<file path="src/qvr_pkg.sv">
`timescale 1ns / 1ps

package qvr_pkg;

    localparam int FRAC_BITS = 14;
    localparam int IN_W      = 16;
    localparam int OUT_W     = 18;
    localparam int CFG_W     = 14;
    localparam int SQ_W      = 32;
    localparam int SUM_W     = 33;
    localparam int LEN_W     = 17;
    localparam int SQ_DIGITS = 17;
    localparam int SQ_LAT    = SQ_DIGITS + 1;
    localparam int NUM_W     = 31;
    localparam int DEN_W     = 18;
    localparam int QUO_W     = 15;
    localparam int DIV_LAT   = QUO_W;
    localparam int T_W       = 19;
    localparam int ACC_W     = 38;
    localparam int ROT_LAT   = 5;
    localparam int PIPE_LAT  = 2 + SQ_LAT + 1 + DIV_LAT + 1 + ROT_LAT;

    typedef logic signed [IN_W-1:0]  comp_t;
    typedef logic signed [OUT_W-1:0] rot_t;
    typedef logic signed [ACC_W-1:0] acc_t;

    // round to nearest, ties away from zero, drop FRAC_BITS
    function automatic acc_t rnd_shift(input acc_t x);
        logic [ACC_W-1:0] mag;
        logic [ACC_W-1:0] m;
        begin
            mag = x[ACC_W-1] ? ACC_W'(-x) : ACC_W'(x);
            m   = (mag + (ACC_W'(1) << (FRAC_BITS - 1))) >> FRAC_BITS;
            rnd_shift = x[ACC_W-1] ? acc_t'(-m) : acc_t'(m);
        end
    endfunction

    function automatic rot_t sat_out(input acc_t x);
        acc_t hi;
        acc_t lo;
        begin
            hi = acc_t'((1 <<< (OUT_W - 1)) - 1);
            lo = -acc_t'(1 <<< (OUT_W - 1));
            if (x > hi)
                sat_out = rot_t'(hi);
            else if (x < lo)
                sat_out = rot_t'(lo);
            else
                sat_out = x[OUT_W-1:0];
        end
    endfunction

endpackage

</file>
<file path="src/qvr_div.sv">
`timescale 1ns / 1ps

module qvr_div
    import qvr_pkg::*;
(
    input  logic             clk,
    input  logic             en,
    input  logic [NUM_W-1:0] num,
    input  logic [DEN_W-1:0] den,
    output logic [QUO_W-1:0] quo
);

    logic [DEN_W-1:0] p_reg [QUO_W];
    logic [QUO_W-1:0] n_reg [QUO_W];
    logic [DEN_W-1:0] d_reg [QUO_W];
    logic [QUO_W-1:0] q_reg [QUO_W];

    // restoring division, one quotient bit per stage
    for (genvar j = 0; j < QUO_W; j++)
    begin : g_bit
        logic [DEN_W-1:0] p_src;
        logic [QUO_W-1:0] n_src;
        logic [DEN_W-1:0] d_src;
        logic [QUO_W-1:0] q_src;
        logic [DEN_W:0]   p2;
        logic [DEN_W:0]   diff;
        logic             ge;

        if (j == 0)
        begin : g_first
            assign p_src = DEN_W'(num[NUM_W-1:QUO_W]);
            assign n_src = num[QUO_W-1:0];
            assign d_src = den;
            assign q_src = '0;
        end
        else
        begin : g_next
            assign p_src = p_reg[j-1];
            assign n_src = n_reg[j-1];
            assign d_src = d_reg[j-1];
            assign q_src = q_reg[j-1];
        end

        assign p2   = {p_src, n_src[QUO_W-1-j]};
        assign ge   = p2 >= {1'b0, d_src};
        assign diff = p2 - {1'b0, d_src};

        always_ff @(posedge clk)
        begin
            if (en)
            begin
                p_reg[j] <= ge ? diff[DEN_W-1:0] : p2[DEN_W-1:0];
                n_reg[j] <= n_src;
                d_reg[j] <= d_src;
                q_reg[j] <= {q_src[QUO_W-2:0], ge};
            end
        end
    end

    assign quo = q_reg[QUO_W-1];

endmodule

</file>
<file path="config.mk">
export PLATFORM = sky130hd
export DESIGN_NAME = qvr_div
export DESIGN_NICKNAME = d
export VERILOG_FILES = /design/src/qvr_pkg.sv /design/src/qvr_div.sv
export SDC_FILE = /design/constraint.sdc
export NUM_CORES = 1
export LEC_CHECK = 0
export ABC_AREA = 1
export BUFFER_PORTS_ARGS = -buffer_cell sky130_fd_sc_hd__buf_2
export CAP_MARGIN = 20
export CELL_PAD_IN_SITES_DETAIL_PLACEMENT = 1
export CELL_PAD_IN_SITES_GLOBAL_PLACEMENT = 1
export CORE_MARGIN = 5
export CORE_UTILIZATION = 50
export DETAILED_ROUTE_END_ITERATION = 8
export HOLD_SLACK_MARGIN = 0.15
export PLACE_DENSITY_LB_ADDON = 0.3
export SYNTH_ARGS = -nofsm -noshare
export SYNTH_HDL_FRONTEND = slang
export SYNTH_SLANG_ARGS = --single-unit
</file>
<file path="constraint.sdc">
create_clock -name clk -period 2.65 [get_ports clk]
set_clock_uncertainty 0.15 [all_clocks]
set_input_delay 0.795 -clock clk [delete_from_list [all_inputs] [get_ports clk]]
set_output_delay 0.795 -clock clk [all_outputs]
set_load 0.1 [all_outputs]
</file>
* After elaboration in Yosys (flattened, before gate mapping) *
Memory sizes are Yosys's and may differ from the RTL's.
Cells that the tools add are included.

operators by class
  add/subtract/negate cells = 15
  magnitude comparators = 15
  multiplexer cells = 17

operators with widths
  kind                                                            number
  18-bit two-way mux                                              15
  19-bit by 18-bit greater-or-equal comparator with 1-bit output  14
  18-bit subtractor                                               14
  17-bit by 18-bit greater-or-equal comparator with 1-bit output  1
  17-bit by 18-bit subtractor with 18-bit output                  1
  1-bit two-way mux                                               2

storage, ports and cells
  bits of input ports = 51
  RAM bits = 990
  output and inout port bits = 15
  memories kept = 4
  bits in registers = 0

memory list
  name   words  width  read ports  clocked after memory_dff  write ports  line           text
  d_reg  15     18     14          0                         15           qvr_div.sv:15  logic [DEN_W-1:0] d_reg [QUO_W];
  p_reg  15     18     14          0                         15           qvr_div.sv:13  logic [DEN_W-1:0] p_reg [QUO_W];
  n_reg  15     15     14          0                         15           qvr_div.sv:14  logic [QUO_W-1:0] n_reg [QUO_W];
  q_reg  15     15     15          0                         15           qvr_div.sv:16  logic [QUO_W-1:0] q_reg [QUO_W];

* Logic depth before layout (Yosys ltp) *
Gate-level depths: netlist of the first run.
An unclocked memory read counts as a cell.

  word-level depth = 3
  gate-level depth with buffers = 14

* Least setup slack after synthesis of the first run *
No wires, ideal clock.

  path kind = input port to flip-flop
  from = input num[14]
  to = memory p_reg[0][7] (data pin)
  setup time = 0.253 ns
  path buffers = 1
  stages on the path = 10
  slack = 0.115 ns
  arrival = 2.132 ns
  path through = inv_1 ha_1 fa_1 inv_1 nand3_1 nand3_2 nand3_4 buf_2 nand4_1 nand2_1

RTL lines
  what         line           text
  from (decl)  qvr_div.sv:8   input logic [NUM_W-1:0] num,
  to (decl)    qvr_div.sv:13

==> results of run 1 <==
## repair_timing
item                                   4_1_cts  5_1_grt
resized for setup                            2       32
setup buffers                                0        1
gates cloned                                 0        2
hold buffers                                 9        0
pin swaps                                    0        2
setup endpoints to repair                    2      126
endpoints found under the hold margin        9        0
## per-layer routing
metal / routed length (um) / global-route usage
met3: 6760 / 0.0338
met4: 2990 / 0.0707
met2: 63400 / 0.486
met5: 10 / 0
met1: 57300 / 0.385
## worst max path at each step
stage | slack, ns | cells after the start | startpoint | endpoint
after global placement | -0.13 | 9 | num[25] | p_reg[0][2]
after global routing | -0.01 | 13 | n_reg[0][97] | p_reg[0][142]
after CTS | 0.02 | 13 | d_reg[1][60] | p_reg[1][79]
final | 0.09 | 11 | d_reg[0][127] | p_reg[1][0]
after floorplan | 0.12 | 10 | num[14] | p_reg[0][7]
after detailed placement | -0.26 | 9 | num[25] | p_reg[0][14]
## through the flow
stage / utilization / instance area (um2)
4_1_cts: 0.575 / 48200
2_1_floorplan: - / 42400
5_1_grt: 0.577 / 48300
6_report: 0.577 / 48300
3_5_place_dp: 0.541 / 45400
3_3_place_gp: 0.541 / 45400
## cell usage after synthesis
master    number
nand2_1     1630
inv_1        759
edfxtp_1     729
nand3_1      407
nor2_1       365
ha_1         269
a21oi_1      134
nand3b_1     106
xor2_1       105
o21ai_0       66
nor3_1        53
nand4_1       52
or2_2         26
buf_2         25
buf_6         17
o21bai_1      16
fa_1          14
and2_1        12
nand2_2       11
a21oi_2       10
xnor2_1        7
o21ai_2        5
a41oi_2        4
clkbuf_1       4
nand4_2        4
nor4_1         4
buf_4          2
nand3_4        2
o21a_1         2
buf_8          1
nand3_2        1
nor2_2         1
## layout make-up
type | instances | area share
multi-input cells | 3308 | 0.360
repair buffers | 256 | 0.0416
inverters | 759 | 0.0589
clock buffers | 96 | 0.0444
clock inverters | 49 | 0.0125
flip-flops and latches | 729 | 0.453
well taps | 1134 | 0.0294
## kinds of logic after synthesis
logic type | after synthesis | synth area share
xor gates and xnor gates | 112 | 0.0231
DFF | 729 | 0.516
adders and majority gates | 283 | 0.0860
and+or+nand+nor | 2674 | 0.268
AOI/OAI and AO/OA | 237 | 0.0314
buffers and inverters | 808 | 0.0757
## report_power, final
part	switching [mW]	total, mW	internal (mW)
sequential	1.79	18.1	16.3
clock	4.87	11.9	6.99
combinational	16.2	24.5	8.29
total	22.8	54.4	31.6
## worst max-delay path: stages (launching register included)
cell and delay [ns]:
edfxtp_1 0.49, inv_1 0.15, ha_1 0.34, nand3_1 0.10, nand3_1 0.14, buf_4 0.19, nand3b_1 0.10, nand4_1 0.13
buf_4 0.21, nand2_1 0.07, o21ai_0 0.08, buf_4 0.16
## layout by cell type (no fill, tap or decap), drive strengths merged, types with 7 or more instances in the layout
cell type / Yosys / layout
and2: 12 / 12
clkbuf: 4 / 96
buf: 45 / 247
a21oi: 144 / 144
o21ai: 71 / 71
or2: 26 / 26
nand3b: 106 / 106
ha: 269 / 269
fa: 14 / 14
nand4: 56 / 56
inv: 759 / 764
bufinv: 0 / 12
clkinv: 0 / 28
nand3: 410 / 410
xnor2: 7 / 7
edfxtp: 729 / 729
xor2: 105 / 105
nor3: 53 / 53
nor2: 366 / 366
nand2: 1641 / 1643
o21bai: 16 / 16
dlygate4sd3: 0 / 9
==> run metrics, run 1 <==
result of the run completed; Syn-to-layout area delta 14.0%; Post-Syn Instances 4843; Avg WL per Cell 20.6 um; DRT iter0 DRCs 2803; RR Startpoint d_reg[0][127]; post-layout min period 2.56 ns; Final Power 54.4 mW; Slew @ Worst Pin 0.612 ns; first-pass GRT wire length 203000 um; syn avg cell area 8.76 um2; layout cell share with drive strength beyond 1 0.0872; worst hold slack 0.190 ns; initial core utilization 0.506; Syn. warnings 0; setup tns final 0 ns; Clock Pin Slew Worst Setup and Hold Paths 0.06 ns; Hold Path Class in2reg; Synth area leaders edfxtp_1, nand2_1, ha_1; syn_nets 5177; fin nets 5470; Cell Rows 106; Overflow after GRT 0; Via density 5.47; R2R Setup Slk 0.09 ns; Die Footprint 90700 um2; CTS buffer count 82; Lkg Pwr 22.9 nW; Yosys reg bits 729; PortBufs 65; placed cells 6174; worst-skew pair later-pin latency 0.66 ns; Synth top area share 0.516; endpoints failing hold 0; Critical Path AT 2.82 ns; Worst Hold Endpoint n_reg[0][3]; slew margin rel. 0.592; maximum clock rate 391 MHz; core area 83800 um2; post-synthesis sequential area ratio 0.516; fin cells 6331; Max IR drop VDD 0.552 mV; Yosys top cell by area edfxtp_1; I/O pins 66; Final Routed Wirelength 130000 um; CTS tree done; Netlist cell types 32; endpoint type of the worst setup path register; Setup crit start kind register; Max-Cap Viols 0; multi-input logic area 17400 um2; number of cells on the worst hold path 1; drt pass-1 iters 5; die height 301 um; post-route ant nets 0; RR Endpoint p_reg[1][0]; Die W 301 um; pre-CTS setup slack -0.255 ns; Clock Path Buffers 3; Final WS setup 0.0906 ns; PwrDens 1130 nW/um2; Mapped Area 42400 um2; # DRC 0; CP required 2.91 ns; total number of vias 34657; largest fanout on the critical path 10; vias in the first global route 36164; Filler cells 9934; final setup violation count 0; max-slew violation count 0; largest net degree at the start of global routing 85; Root Buffer clkbuf_16; GPL Wtd Cong 0.891; Final HPWL DP 102000 um; GRT Overall Usage 0.283; n_diodes 0; crit path kind reg2reg; register area 21900 um2; hold_sp num[3]; H-tree lvl count 3; antenna violations before repair 3; Final Cycle Share 0.966; Reg2Reg Depth 11; clk sinks 729
No activity file was read; power rests on OpenSTA's default activity.
==> run 2, diff against run 1 <==
Settings changed: CORE_UTILIZATION 50 to 40.
==> run metrics, run 2 (synthesis results as in run 1) <==
I/O pins 66 (unchanged); total number of vias 33116 (was 34657); Clock Pin Slew Worst Setup and Hold Paths 0.06 ns (about the same); die height 336 um (was 301 um); endpoints failing hold 0 (unchanged); critical path's slowest cell dlygate4sd3_1 (was edfxtp_1); Via density 5.02 (was 5.47); drt pass-1 iters 7 (was 5); vias in the first global route 34035 (was 36164); GRT Overall Usage 0.212 (was 0.283); Slew @ Worst Pin 0.574 ns (was 0.612 ns); most frequent cells in the layout nand2_1, inv_1, edfxtp_1 (unchanged); largest fanout on the critical path 10 (unchanged); setup tns final 0 ns (unchanged); Switching Share 0.409 (was 0.420); fin nets 5469 (was 5470); Max stage delay on crit path 0.52 ns (was 0.49 ns); PortBufs 65 (unchanged); crit-path cells dlygate4sd3_1 -> buf_2 -> inv_1 -> ha_2 -> nand2_2 -> nor2_2 -> nand4_1 -> o21a_4 -> buf_4 -> nand4_1 -> nand2_1 (was inv_1 -> ha_1 -> nand3_1 -> nand3_1 -> buf_4 -> nand3b_1 -> nand4_1 -> buf_4 -> nand2_1 -> o21ai_0 -> buf_4); Critical Path AT 2.83 ns (was 2.82 ns); post-layout min period 2.59 ns (was 2.56 ns); CTS buffer count 85 (was 82); Max-Cap Viols 0 (unchanged); CP Buf/Inv Count 4 (unchanged); Final HPWL DP 95900 um (was 102000 um); Die W 336 um (was 301 um); Post-CTS Setup Inserts 0 (unchanged); Area after DPL 45600 um2 (was 45400 um2); RSZ-0062 raised after global routing true; core area 105000 um2 (was 83800 um2); CTS tree done (unchanged); Root Buffer clkbuf_16 (unchanged); antenna violations before repair 0 (was 3); crit path kind in2reg (was reg2reg); Die Footprint 113000 um2 (was 90700 um2); crit-path most repeated cell nand4_1 (was buf_4); combinational share of power 0.437 (was 0.450); endpoint type of the worst setup path register (unchanged); delay-heaviest family, CP buffers and inverters (unchanged); # DRC 0 (unchanged); Syn-to-layout area delta 15.1% (was 14.0%); clk sinks 729 (unchanged); slew margin rel. 0.616 (was 0.592); Final Cycle Share 0.979 (was 0.966); maximum clock rate 386 MHz (was 391 MHz); Sequential Power Share 0.337 (was 0.332); layout cell share with drive strength beyond 1 0.0860 (was 0.0872); PwrDens 1090 nW/um2 (was 1130 nW/um2); Hold Path Class in2reg (unchanged); largest net degree at the start of global routing 98 (was 85); result of the run completed (unchanged); Overflow after GRT 0 (unchanged); DRT iter0 DRCs 2144 (was 2803); Clock Path Buffers 3 (unchanged); Lkg Pwr 23.0 nW (was 22.9 nW); Avg WL per Cell 18.3 um (was 20.6 um); final setup violation count 0 (unchanged); Cell Rows 119 (was 106); Max IR drop VDD 0.507 mV (was 0.552 mV); Clk pwr share 0.225 (was 0.218); CP required 2.88 ns (was 2.91 ns); first-pass GRT wire length 191000 um (was 203000 um); Internal 31.6 mW (about the same); initial core utilization 0.403 (was 0.506); worst-skew pair later-pin latency 0.67 ns (was 0.66 ns); GPL Wtd Cong 0.886 (was 0.891); fin area 48800 um2 (was 48300 um2); H-tree lvl count 3 (unchanged); max-slew violation count 0 (unchanged); post-route ant nets 0 (unchanged); Sw Pwr 21.8 mW (was 22.8 mW); Setup crit start kind primary input (was register); commonest non-fill, non-tap cell in the layout nand2_1 (unchanged); Final Routed Wirelength 121000 um (was 130000 um)
==> run 2: cell types whose count changed in the layout (fill, tap and decap cells not counted), moves of 3 or more <==
cell	change
nand2_2	-11
o21ai_1	-3
clkinvlp_4	+7
dlygate4sd3_1	+11
ha_2	+4
ha_1	-7
o21ai_0	+3
buf_4	-14
nand2_1	+8
ha_4	+3
clkbuf_16	+3
==> run 2: what timing repair did <==
item / CTS / global route
hold buffers: 20 / 0
gates resized for setup: 0 / 34
endpoints found under the hold margin: 20 / 0
endpoints found under the setup margin: 0 / 104
==> run 2: worst paths after layout <==
| check | endpoint | startpoint | slack (ns) | cells after the start |
|---|---|---|---|---|
| max reg2reg | p_reg[0][39] | p_reg[0][25] | 0.15 | 9 |
| min | n_reg[0][8] | num[8] | 0.20 | 1 |
| min reg2reg | n_reg[1][33] | n_reg[1][18] | 0.25 | 0 |
| max | p_reg[0][4] | den[6] | 0.06 | 11 |
==> run 2: worst register-to-register path: cells and delay by family (launching register included) <==
family	cells	cell delay, ns
simple gates	7	1.06
flops	1	0.43
fa+ha+maj	1	0.39
buf+inv	1	0.22
==> run 2: final cells by class <==
class | instances | area, um2
Antenna cell | 1 | 2.50
Clock buffer | 100 | 2230
Clock inverter | 59 | 633
Fill cell | 12340 | 56500
Inverter | 759 | 2850
Multi-Input combinational cell | 3308 | 17500
Sequential cell | 729 | 21900
Tap cell | 1391 | 1740
Timing Repair Buffer | 252 | 2010
==> run 2: per-stage QoR <==
stage / worst slack, ns / util / hold slack [ns] / cells / power, mW
2_1_floorplan: 0.115 / - / 0.250 / 4843 / 33.4
3_3_place_gp: -0.141 / 0.433 / 0.250 / 6417 / 40.4
3_5_place_dp: -0.224 / 0.433 / 0.255 / 6417 / 41.3
4_1_cts: 0.0538 / 0.462 / 0.153 / 6596 / 53.7
5_1_grt: -0.0116 / 0.464 / 0.170 / 6598 / 57.5
6_report: 0.0560 / 0.464 / 0.198 / 6599 / 53.4
==> run 2: power groups by stage <==
stage,logic [mW],clock network (mW),registers [mW]
2_1_floorplan,16.0,0,17.4
3_3_place_gp,22.2,0,18.2
3_5_place_dp,23.0,0,18.3
4_1_cts,23.2,12.4,18.1
5_1_grt,26.4,12.9,18.2
6_report,23.4,12.1,18.0
==> run 2: routing by layer <==
metal | GRT usage | routed length (um) | up-vias
li1 | - | - | 16461
met1 | 0.302 | 57800 | 15987
met2 | 0.353 | 56600 | 538
met3 | 0.0241 | 4540 | 130
met4 | 0.0457 | 2100 | 0
met5 | 0 | 0 | -
