===== src/qvr_pkg.sv =====
`timescale 1ns / 1ps

package qvr_pkg;

    localparam int FRAC_BITS = 14;
    localparam int IN_W      = 16;
    localparam int OUT_W     = 18;
    localparam int CFG_W     = 14;
    localparam int SQ_W      = 32;
    localparam int SUM_W     = 33;
    localparam int LEN_W     = 17;
    localparam int SQ_DIGITS = 17;
    localparam int SQ_LAT    = SQ_DIGITS + 1;
    localparam int NUM_W     = 31;
    localparam int DEN_W     = 18;
    localparam int QUO_W     = 15;
    localparam int DIV_LAT   = QUO_W;
    localparam int T_W       = 19;
    localparam int ACC_W     = 38;
    localparam int ROT_LAT   = 5;
    localparam int PIPE_LAT  = 2 + SQ_LAT + 1 + DIV_LAT + 1 + ROT_LAT;

    typedef logic signed [IN_W-1:0]  comp_t;
    typedef logic signed [OUT_W-1:0] rot_t;
    typedef logic signed [ACC_W-1:0] acc_t;

    // round to nearest, ties away from zero, drop FRAC_BITS
    function automatic acc_t rnd_shift(input acc_t x);
        logic [ACC_W-1:0] mag;
        logic [ACC_W-1:0] m;
        begin
            mag = x[ACC_W-1] ? ACC_W'(-x) : ACC_W'(x);
            m   = (mag + (ACC_W'(1) << (FRAC_BITS - 1))) >> FRAC_BITS;
            rnd_shift = x[ACC_W-1] ? acc_t'(-m) : acc_t'(m);
        end
    endfunction

    function automatic rot_t sat_out(input acc_t x);
        acc_t hi;
        acc_t lo;
        begin
            hi = acc_t'((1 <<< (OUT_W - 1)) - 1);
            lo = -acc_t'(1 <<< (OUT_W - 1));
            if (x > hi)
                sat_out = rot_t'(hi);
            else if (x < lo)
                sat_out = rot_t'(lo);
            else
                sat_out = x[OUT_W-1:0];
        end
    endfunction

endpackage


===== src/qvr_isqrt.sv =====
`timescale 1ns / 1ps

module qvr_isqrt
    import qvr_pkg::*;
(
    input  logic             clk,
    input  logic             en,
    input  logic [SUM_W-1:0] s,
    output logic [LEN_W-1:0] len
);

    localparam int SW    = 2 * SQ_DIGITS;
    localparam int REM_W = LEN_W + 4;

    logic [SW-1:0]    s_reg    [SQ_DIGITS];
    logic [LEN_W-1:0] root_reg [SQ_DIGITS];
    logic [REM_W-1:0] rem_reg  [SQ_DIGITS];
    logic [LEN_W-1:0] len_reg;

    // one result digit per stage
    for (genvar k = 0; k < SQ_DIGITS; k++)
    begin : g_dig
        logic [SW-1:0]    s_src;
        logic [LEN_W-1:0] root_src;
        logic [REM_W-1:0] rem_src;
        logic [REM_W-1:0] rem_sh;
        logic [REM_W-1:0] trial;

        if (k == 0)
        begin : g_first
            assign s_src    = SW'(s);
            assign root_src = '0;
            assign rem_src  = '0;
        end
        else
        begin : g_next
            assign s_src    = s_reg[k-1];
            assign root_src = root_reg[k-1];
            assign rem_src  = rem_reg[k-1];
        end

        assign rem_sh = {rem_src[REM_W-3:0], s_src[SW-1-2*k -: 2]};
        assign trial  = REM_W'({root_src, 2'b01});

        always_ff @(posedge clk)
        begin
            if (en)
            begin
                s_reg[k] <= s_src;
                if (rem_sh >= trial)
                begin
                    rem_reg[k]  <= rem_sh - trial;
                    root_reg[k] <= {root_src[LEN_W-2:0], 1'b1};
                end
                else
                begin
                    rem_reg[k]  <= rem_sh;
                    root_reg[k] <= {root_src[LEN_W-2:0], 1'b0};
                end
            end
        end
    end

    // round: floor root, bump when remainder exceeds root
    always_ff @(posedge clk)
    begin
        if (en)
        begin
            if (rem_reg[SQ_DIGITS-1] > REM_W'(root_reg[SQ_DIGITS-1]))
                len_reg <= root_reg[SQ_DIGITS-1] + LEN_W'(1);
            else
                len_reg <= root_reg[SQ_DIGITS-1];
        end
    end

    assign len = len_reg;

endmodule


===== config.mk =====
export PLATFORM = sky130hd
export DESIGN_NAME = qvr_isqrt
export DESIGN_NICKNAME = d
export VERILOG_FILES = /design/src/qvr_pkg.sv /design/src/qvr_isqrt.sv
export SDC_FILE = /design/constraint.sdc
export NUM_CORES = 1
export LEC_CHECK = 0
export ABC_AREA = 1
export BUFFER_PORTS_ARGS = -buffer_cell sky130_fd_sc_hd__clkbuf_2
export CORE_UTILIZATION = 50
export CTS_CLUSTER_DIAMETER = 80
export DETAILED_ROUTE_END_ITERATION = 16
export MAX_ROUTING_LAYER = met4
export PLACE_DENSITY = 0.66
export SYNTH_ARGS = -nofsm -noshare
export SYNTH_HDL_FRONTEND = slang
export SYNTH_SLANG_ARGS = --single-unit

===== constraint.sdc =====
create_clock -name clk -period 4.6 [get_ports clk]
set_clock_uncertainty 0.2 [all_clocks]
set_input_delay 0.23 -clock clk [delete_from_list [all_inputs] [get_ports clk]]
set_output_delay 0.23 -clock clk [all_outputs]
set_load 0.05 [all_outputs]

[After elaboration in Yosys (flattened, before gate mapping)]
Memory sizes are Yosys's and may differ from the RTL's.
Index checks and enable logic that the tools add are counted.
Cells by class
  $lt $le $gt $ge: 18
  add/subtract/negate cells: 18
  bitwise logic cells: 34
  multiplexer cells: 139
Operators by type and width (count)
  $mux W21: 17
  $ge A21 B19 Y1: 16
  $sub A21 B19 Y21: 16
  $mux W17: 18
  $mux W1: 104
  $or A1 B1 Y1: 34
  $gt A21 B17 Y1: 1
  $add A17 B1 Y17 const B: 1
  $sub A1 B1 Y2 const B: 1
  $ge A1 B1 Y1 const B: 1
Word-level totals
  memories kept: 3
  RAM bits: 1224
  bits of input ports: 35
  word-level logic and storage cells: 213
  output and inout port bits: 17
  flip-flop bits (word level): 17
Memory list
  s_reg: depth 17, width 34, rd ports 16, clocked after memory_dff 0, write ports 17, RTL line qvr_isqrt.sv:15  | logic [SW-1:0] s_reg [SQ_DIGITS];
  rem_reg: depth 17, width 21, rd ports 17, clocked after memory_dff 0, write ports 17, RTL line qvr_isqrt.sv:17  | logic [REM_W-1:0] rem_reg [SQ_DIGITS];
  root_reg: depth 17, width 17, rd ports 17, clocked after memory_dff 0, write ports 17, RTL line qvr_isqrt.sv:16  | logic [LEN_W-1:0] root_reg [SQ_DIGITS];

[Longest topological paths before layout]
Gate-level depths: netlist of run 1.
An unclocked memory read counts as a cell.
  depth in word-level cells: 6
  gate-level depth with buffers: 15
  gate-level depth less buffers: 15

[Worst setup path after synthesis of run 1]
OpenSTA, ideal clock, no wires.
  path kind: input to register
  start: input port en
  end: memory rem_reg[16][0] (netlist bit) (enable)
  library setup time: 407 ps
  setup slack: 2313 ps
  stages on the path: 4
  data required time: 3993 ps
  arrival: 1680 ps
  cell sequence: buf_4 > buf_6 > buf_4 > clkbuf_1
RTL lines
  start, declared: RTL line qvr_isqrt.sv:7  | input logic en,
  end, declared: RTL line qvr_isqrt.sv:17

==> results of run 1 <==
## power groups by stage
stage / clock [mW] / sequential (mW) / combinational (mW)
6_report: 6.43 / 8.77 / 3.62
5_1_grt: 6.87 / 8.84 / 4.15
4_1_cts: 6.63 / 8.78 / 3.62
3_5_place_dp: 0 / 8.90 / 3.57
3_3_place_gp: 0 / 8.91 / 3.55
2_1_floorplan: 0 / 8.74 / 2.65
## layout make-up
class,instances,area share (%)
Multi-Input combinational cell,3074,34.2
Clock inverter,42,0.947
Timing Repair Buffer,106,1.76
Sequential cell,740,48.9
Inverter,786,6.49
Clock buffer,103,4.83
Tap cell,1060,2.92
## placed cells by master, fill, tap and decap left out, types with 67 or more instances in the layout
cell,n
a21oi_1,122
inv_1,778
o21ai_0,94
clkbuf_16,85
ha_1,190
nor2_1,394
edfxtp_1,739
nand4_1,67
xor2_1,96
nor3_1,68
nand2_1,1464
nand3_1,343
## per-layer routing
metal	part of all wire, %	wire [µm]
met2	47	44100
met1	46	43200
met5	0	0
met3	4.3	4080
met4	3.2	3010
## worst max-delay path by stage
stage,cells past startpoint,slack (ns),end
finish,9,1.66,rem_reg[12][18]
global route,12,1.41,rem_reg[9][10]
CTS,10,1.68,rem_reg[12][1]
detailed placement,10,1.69,rem_reg[12][10]
global placement,10,1.74,rem_reg[12][10]
floorplan,4,2.31,rem_reg[16][0]
## kinds of logic after synthesis
kind of cell,synth area share [%]
and+or+nand+nor,25.4
buffers and inverters,8.15
DFF,54.0
AOI/OAI and AO/OA,3.73
adders and majority gates,5.78
xor gates and xnor gates,2.88
## metrics by stage
step / instance area (µm²) / cells / util (%)
floorplan: 41100 / 4658 / -
global placement: 42500 / 5732 / 52.5
detailed placement: 42500 / 5732 / 52.5
CTS: 45500 / 5911 / 56.2
global route: 45500 / 5911 / 56.2
finish: 45500 / 5911 / 56.2
## what timing repair did
item,CTS,global route
hold endpoints to repair,70,0
buffers inserted,0,0
hold buffers,34,0
==> flow_metrics.py, run 1 <==
metrics = {
    "power": {
        "swShare_pct": 29.4,
        "p_int_mw": 13.3,
        "power_density_nw_per_um2": 414,
        "seqPwrFrac_pct": 46.6,
        "finalPower_mw": 18.8,
        "p_comb_share_pct": 19.2,
        "pwr-share-clk_pct": 34.2,
        "p_sw_mw": 5.54,
        "peakVddDrop_mv": 0.343,
        "total_leakage_power_nw": 21.1,
    },
    "route": {
        "num_vias": 30300,
        "wl_um": 94400,
        "first_pass_iters": 6,
        "ant_nets": 0,
        "wl_per_cell_um": 16.0,
        "drt_iter0_drc": 2166,
        "route.detailed.drc": 0,
        "via_per_inst": 5.12,
    },
    "logic_synthesis": {
        "synth_common_cells": "1464 x nand2_1, 778 x inv_1, 739 x edfxtp_1",
        "ys_ff_latch": 740,
        "synth_area_um2": 41100,
        "synth_warnings": 0,
        "synth_ff_type": "edfxtp_1",
        "synthTopCellsByArea": "edfxtp_1 54%, nand2_1 13%, inv_1 7.1%",
        "synth_top_area_share_pct": 54.0,
        "yosysMostFrequentCell": "nand2_1",
        "yosysSeqAreaShare_pct": 54.0,
        "syn_inst": 4658,
        "synth_top_cell_by_area": "edfxtp_1",
        "syn_area_per_cell_um2": 8.83,
        "yosysUniqueCellTypes": 49,
        "async_flop_share_pct": 0,
        "synth-edff-count": 739,
        "syn-num-nets": 4883,
    },
    "critical_path": {
        "timing.rr.end": "rem_reg[12][18]",
        "cp_num_buf_inv": 0,
        "end_kind": "flop",
        "slowest_stage": "nor3_2",
        "crit_family": "simple AND/OR/NAND/NOR gates",
        "critPathRequiredTime_ns": 4.77,
        "startpoint_type": "flop",
        "crit_arrival_ns": 3.12,
        "worstSetupPathType": "flop to flop",
        "worstRegToRegCells": 9,
        "critPathMaxFanout": 19,
        "r2r-start": "rem_reg[11][8]",
        "critical_path.max_stage_delay_ns": 0.77,
        "startpoint": "rem_reg[11][8]",
        "path_cells": "ha_1, nand2_1, nor2_1, nand3_1, nor2_1, nor3_2, nand2_4, nand3_1, nand2_1",
        "reg2reg_slack_ns": 1.66,
    },
    "timing": {
        "drv_slew": 0,
        "rsz0062_at_grt": "no",
        "hold_ws_ns": 0.117,
        "worst_slack_ns": 1.66,
        "fmaxAchievable_mhz": 340,
        "post-route-min-period_ns": 2.94,
        "fin_setup_tns_ns": 0,
        "setup_viol": 0,
        "hold_viol": 0,
        "worst_pin_slew_ns": 1.03,
        "relSlewSlack_pct": 31.1,
        "timing.final.crit_share_pct": 64.0,
    },
    "flow_run": {
        "maxCapViolations": 0,
    },
    "hold_path": {
        "hold_path.class": "primary input to flop",
        "hold_end": "s_reg[0][23]",
        "hold_start": "s[23]",
        "whs_path_depth": 2,
    },
    "final_layout": {
        "area_growth_syn_to_layout_pct": 10.6,
        "drive_gt1_share_pct": 5.32,
        "multi_input_area_um2": 15500,
        "n_antenna_cell": 0,
        "regArea_um2": 22200,
        "largest_reg_flops": 298,
        "nets": 5016,
        "fill_cells": 7360,
    },
    "clocking": {
        "root_buffer": "clkbuf_16",
        "cts.clk_slew.worst_paths_ns": 0.06,
        "clk_latency_ns": 0.64,
        "cts_resized": 0,
        "clockBufferDepth": 3,
        "cts_made_buffers": 83,
        "cts.sinks": 740,
        "htree_num_levels": 3,
        "tritoncts": "yes",
    },
    "global_routing": {
        "grt_pass1_wl_um": 150000,
        "first_global_vias": 28600,
        "grt_use_met2_pct": 37.5,
        "met3_usage_pct": 3.19,
        "overflow": 0,
        "track_usage_pct": 23.6,
        "grtUsageMet1_pct": 31.1,
        "grt_max_degree": 144,
        "grt.busiest_layer": "met2",
        "antenna_found_initial": 0,
    },
    "place": {
        "gp_congestion": 0.965,
        "hpwl_um": 70600,
        "pre_cts_ws_ns": 1.69,
        "portBuffers": 51,
    },
    "die": {
        "die_h_um": 289,
        "core-area_um2": 80900,
        "io_pins": 52,
        "die_w_um": 289,
        "start_util_pct": 50.8,
        "rows": 104,
        "die_area_um2": 83400,
    },
    "status": {
        "status": "completed",
    },
}
Note: power is estimated with default switching activity, not from simulation.
==> run 2, diff against run 1 <==
==> constraint.sdc (replaced) <==
create_clock -name clk -period 2.8 [get_ports clk]
set_clock_uncertainty 0.2 [all_clocks]
set_input_delay 0.14 -clock clk [delete_from_list [all_inputs] [get_ports clk]]
set_output_delay 0.14 -clock clk [all_outputs]
set_load 0.05 [all_outputs]
==> run 2 against run 1 <==
Effect of this change: setup slack worse by 1.5 ns; flip-flop and latch count stayed put; core utilization grew 0.75 points; routed wire length is 0.54% higher; final cell count rose by 1.0%; register-to-register slack worse by 1.5 ns; largest power group unchanged; highest routed layer unchanged.
==> flow_metrics.py, run 2 (synthesis results as in run 1) <==
metrics = {
    "status": {
        "status": "completed",
    },
    "power": {
        "total_leakage_power_nw": 21.4,
        "seqPwrFrac_pct": 46.3,
        "pwr-share-clk_pct": 34.2,
        "p_int_mw": 21.9,
        "peakVddDrop_mv": 0.572,
        "p_sw_mw": 9.28,
        "swShare_pct": 29.8,
        "p_comb_share_pct": 19.5,
        "power_density_nw_per_um2": 676,
    },
    "die": {
        "rows": 104,
        "core-area_um2": 80900,
        "die_h_um": 289,
        "die_w_um": 289,
        "io_pins": 52,
        "start_util_pct": 50.8,
        "die_area_um2": 83400,
    },
    "critical_path": {
        "critical_path.max_stage_delay_ns": 0.37,
        "crit_family": "simple AND/OR/NAND/NOR gates",
        "startpoint_type": "flop",
        "path_cells": "inv_1, ha_1, nand2_1, inv_1, a21oi_1, nand2_1, nand2_1, nand2_1, nand2_1, nand2_2, buf_4, nand2_1, o21ai_0",
        "end_kind": "flop",
        "critPathMaxFanout": 17,
        "cp_num_buf_inv": 3,
        "crit_top_cell": "nand2_1",
        "reg2reg_slack_ns": 0.19,
        "critPathRequiredTime_ns": 2.98,
        "slowest_stage": "edfxtp_1",
        "worstSetupPathType": "flop to flop",
        "crit_arrival_ns": 2.79,
    },
    "clocking": {
        "root_buffer": "clkbuf_16",
        "cts_setup_buffers": 0,
        "clk_latency_ns": 0.64,
        "tritoncts": "yes",
        "clockBufferDepth": 3,
        "cts_resized": 0,
        "cts.sinks": 740,
        "cts.clk_slew.worst_paths_ns": 0.06,
        "htree_num_levels": 3,
        "cts_made_buffers": 82,
        "cts_hold_buf": 59,
    },
    "route": {
        "first_pass_iters": 5,
        "via_per_inst": 5.09,
        "ant_nets": 0,
        "wl_per_cell_um": 15.9,
        "drt_iter0_drc": 2155,
        "route.detailed.drc": 0,
        "num_vias": 30400,
        "wl_um": 94900,
    },
    "hold_path": {
        "hold_path.class": "primary input to flop",
    },
    "flow_run": {
        "maxCapViolations": 0,
    },
    "global_routing": {
        "first_global_vias": 28800,
        "overflow": 0,
        "track_usage_pct": 23.6,
        "grt_max_degree": 103,
        "antenna_found_initial": 1,
        "grt_pass1_wl_um": 150000,
    },
    "final_layout": {
        "n_antenna_cell": 0,
        "final_common_cell": "nand2_1",
        "layout_common_cells": "1464 x nand2_1, 778 x inv_1, 739 x edfxtp_1, 394 x nor2_1, 343 x nand3_1",
        "drive_gt1_share_pct": 6.03,
        "finalNonFillerCells": 5971,
        "nets": 5074,
        "area_growth_syn_to_layout_pct": 12.1,
        "largest_reg_flops": 298,
        "design_area_um2": 46100,
    },
    "place": {
        "dpl.cell_count": 5766,
        "gp_congestion": 0.957,
        "portBuffers": 51,
        "hpwl_um": 70900,
        "place_area_um2": 42800,
    },
    "timing": {
        "post-route-min-period_ns": 2.61,
        "drv_slew": 0,
        "hold_viol": 0,
        "relSlewSlack_pct": 51.6,
        "fin_setup_tns_ns": 0,
        "fmaxAchievable_mhz": 383,
        "timing.final.crit_share_pct": 93.2,
        "worst_pin_slew_ns": 0.725,
        "setup_viol": 0,
        "rsz0062_at_grt": "no",
    },
}
run 2: changes by cell type in the layout (fill, tap and decap cells not counted), moves of 3 or more:
cell	change
clkinvlp_4	+5
buf_4	+28
inv_16	+3
dlygate4sd3_1	+25
clkbuf_1	-4
buf_12	+6
run 2: stage by stage:
stage | util [%] | power (mW) | hold slack (ns) | setup slack [ns]
6_report | 56.9 | 31.1 | 0.0347 | 0.191
5_1_grt | 56.9 | 32.8 | 0.0211 | 0.0534
4_1_cts | 56.9 | 31.4 | 0.00413 | 0.210
3_5_place_dp | 52.9 | 20.6 | 0.119 | 0.223
3_3_place_gp | 52.9 | 20.5 | 0.117 | 0.200
2_1_floorplan | - | 18.7 | 0.0389 | 0.603
run 2: per-layer routing:
metal  routed length [µm]  vias to the layer above  track usage, %
met5                    0                        -               -
met4                 2660                        0            7.36
met3                 4520                      157            3.06
met2                44300                      685            37.5
met1                43500                    14000            31.4
li1                     -                    15500               -
run 2: final cells by class:
class                   count  area [µm²]
flip-flops and latches    740       22200
inverters                 786        2950
well taps                1060        1330
fillers                  7216       34900
repair buffers            165        1380
multi-input cells        3074       15500
clock inverters            49         524
clock buffers              97        2130
run 2: power by group through the flow:
stage | registers, mW | logic [mW] | clock network (mW)
after floorplan | 14.4 | 4.35 | 0
after global placement | 14.6 | 5.89 | 0
after detailed placement | 14.6 | 5.94 | 0
after CTS | 14.4 | 6.05 | 10.9
after global routing | 14.5 | 6.92 | 11.3
final | 14.4 | 6.07 | 10.6
run 2: worst paths after layout:
check / start / depth (start not counted) / end
worst max-delay path: root_reg[14][1] / 13 / rem_reg[15][1]
worst min register to register: s_reg[0][26] / 0 / s_reg[0][60]
worst min-delay path: s[12] / 2 / s_reg[0][12]
worst max register to register: root_reg[14][1] / 13 / rem_reg[15][1]
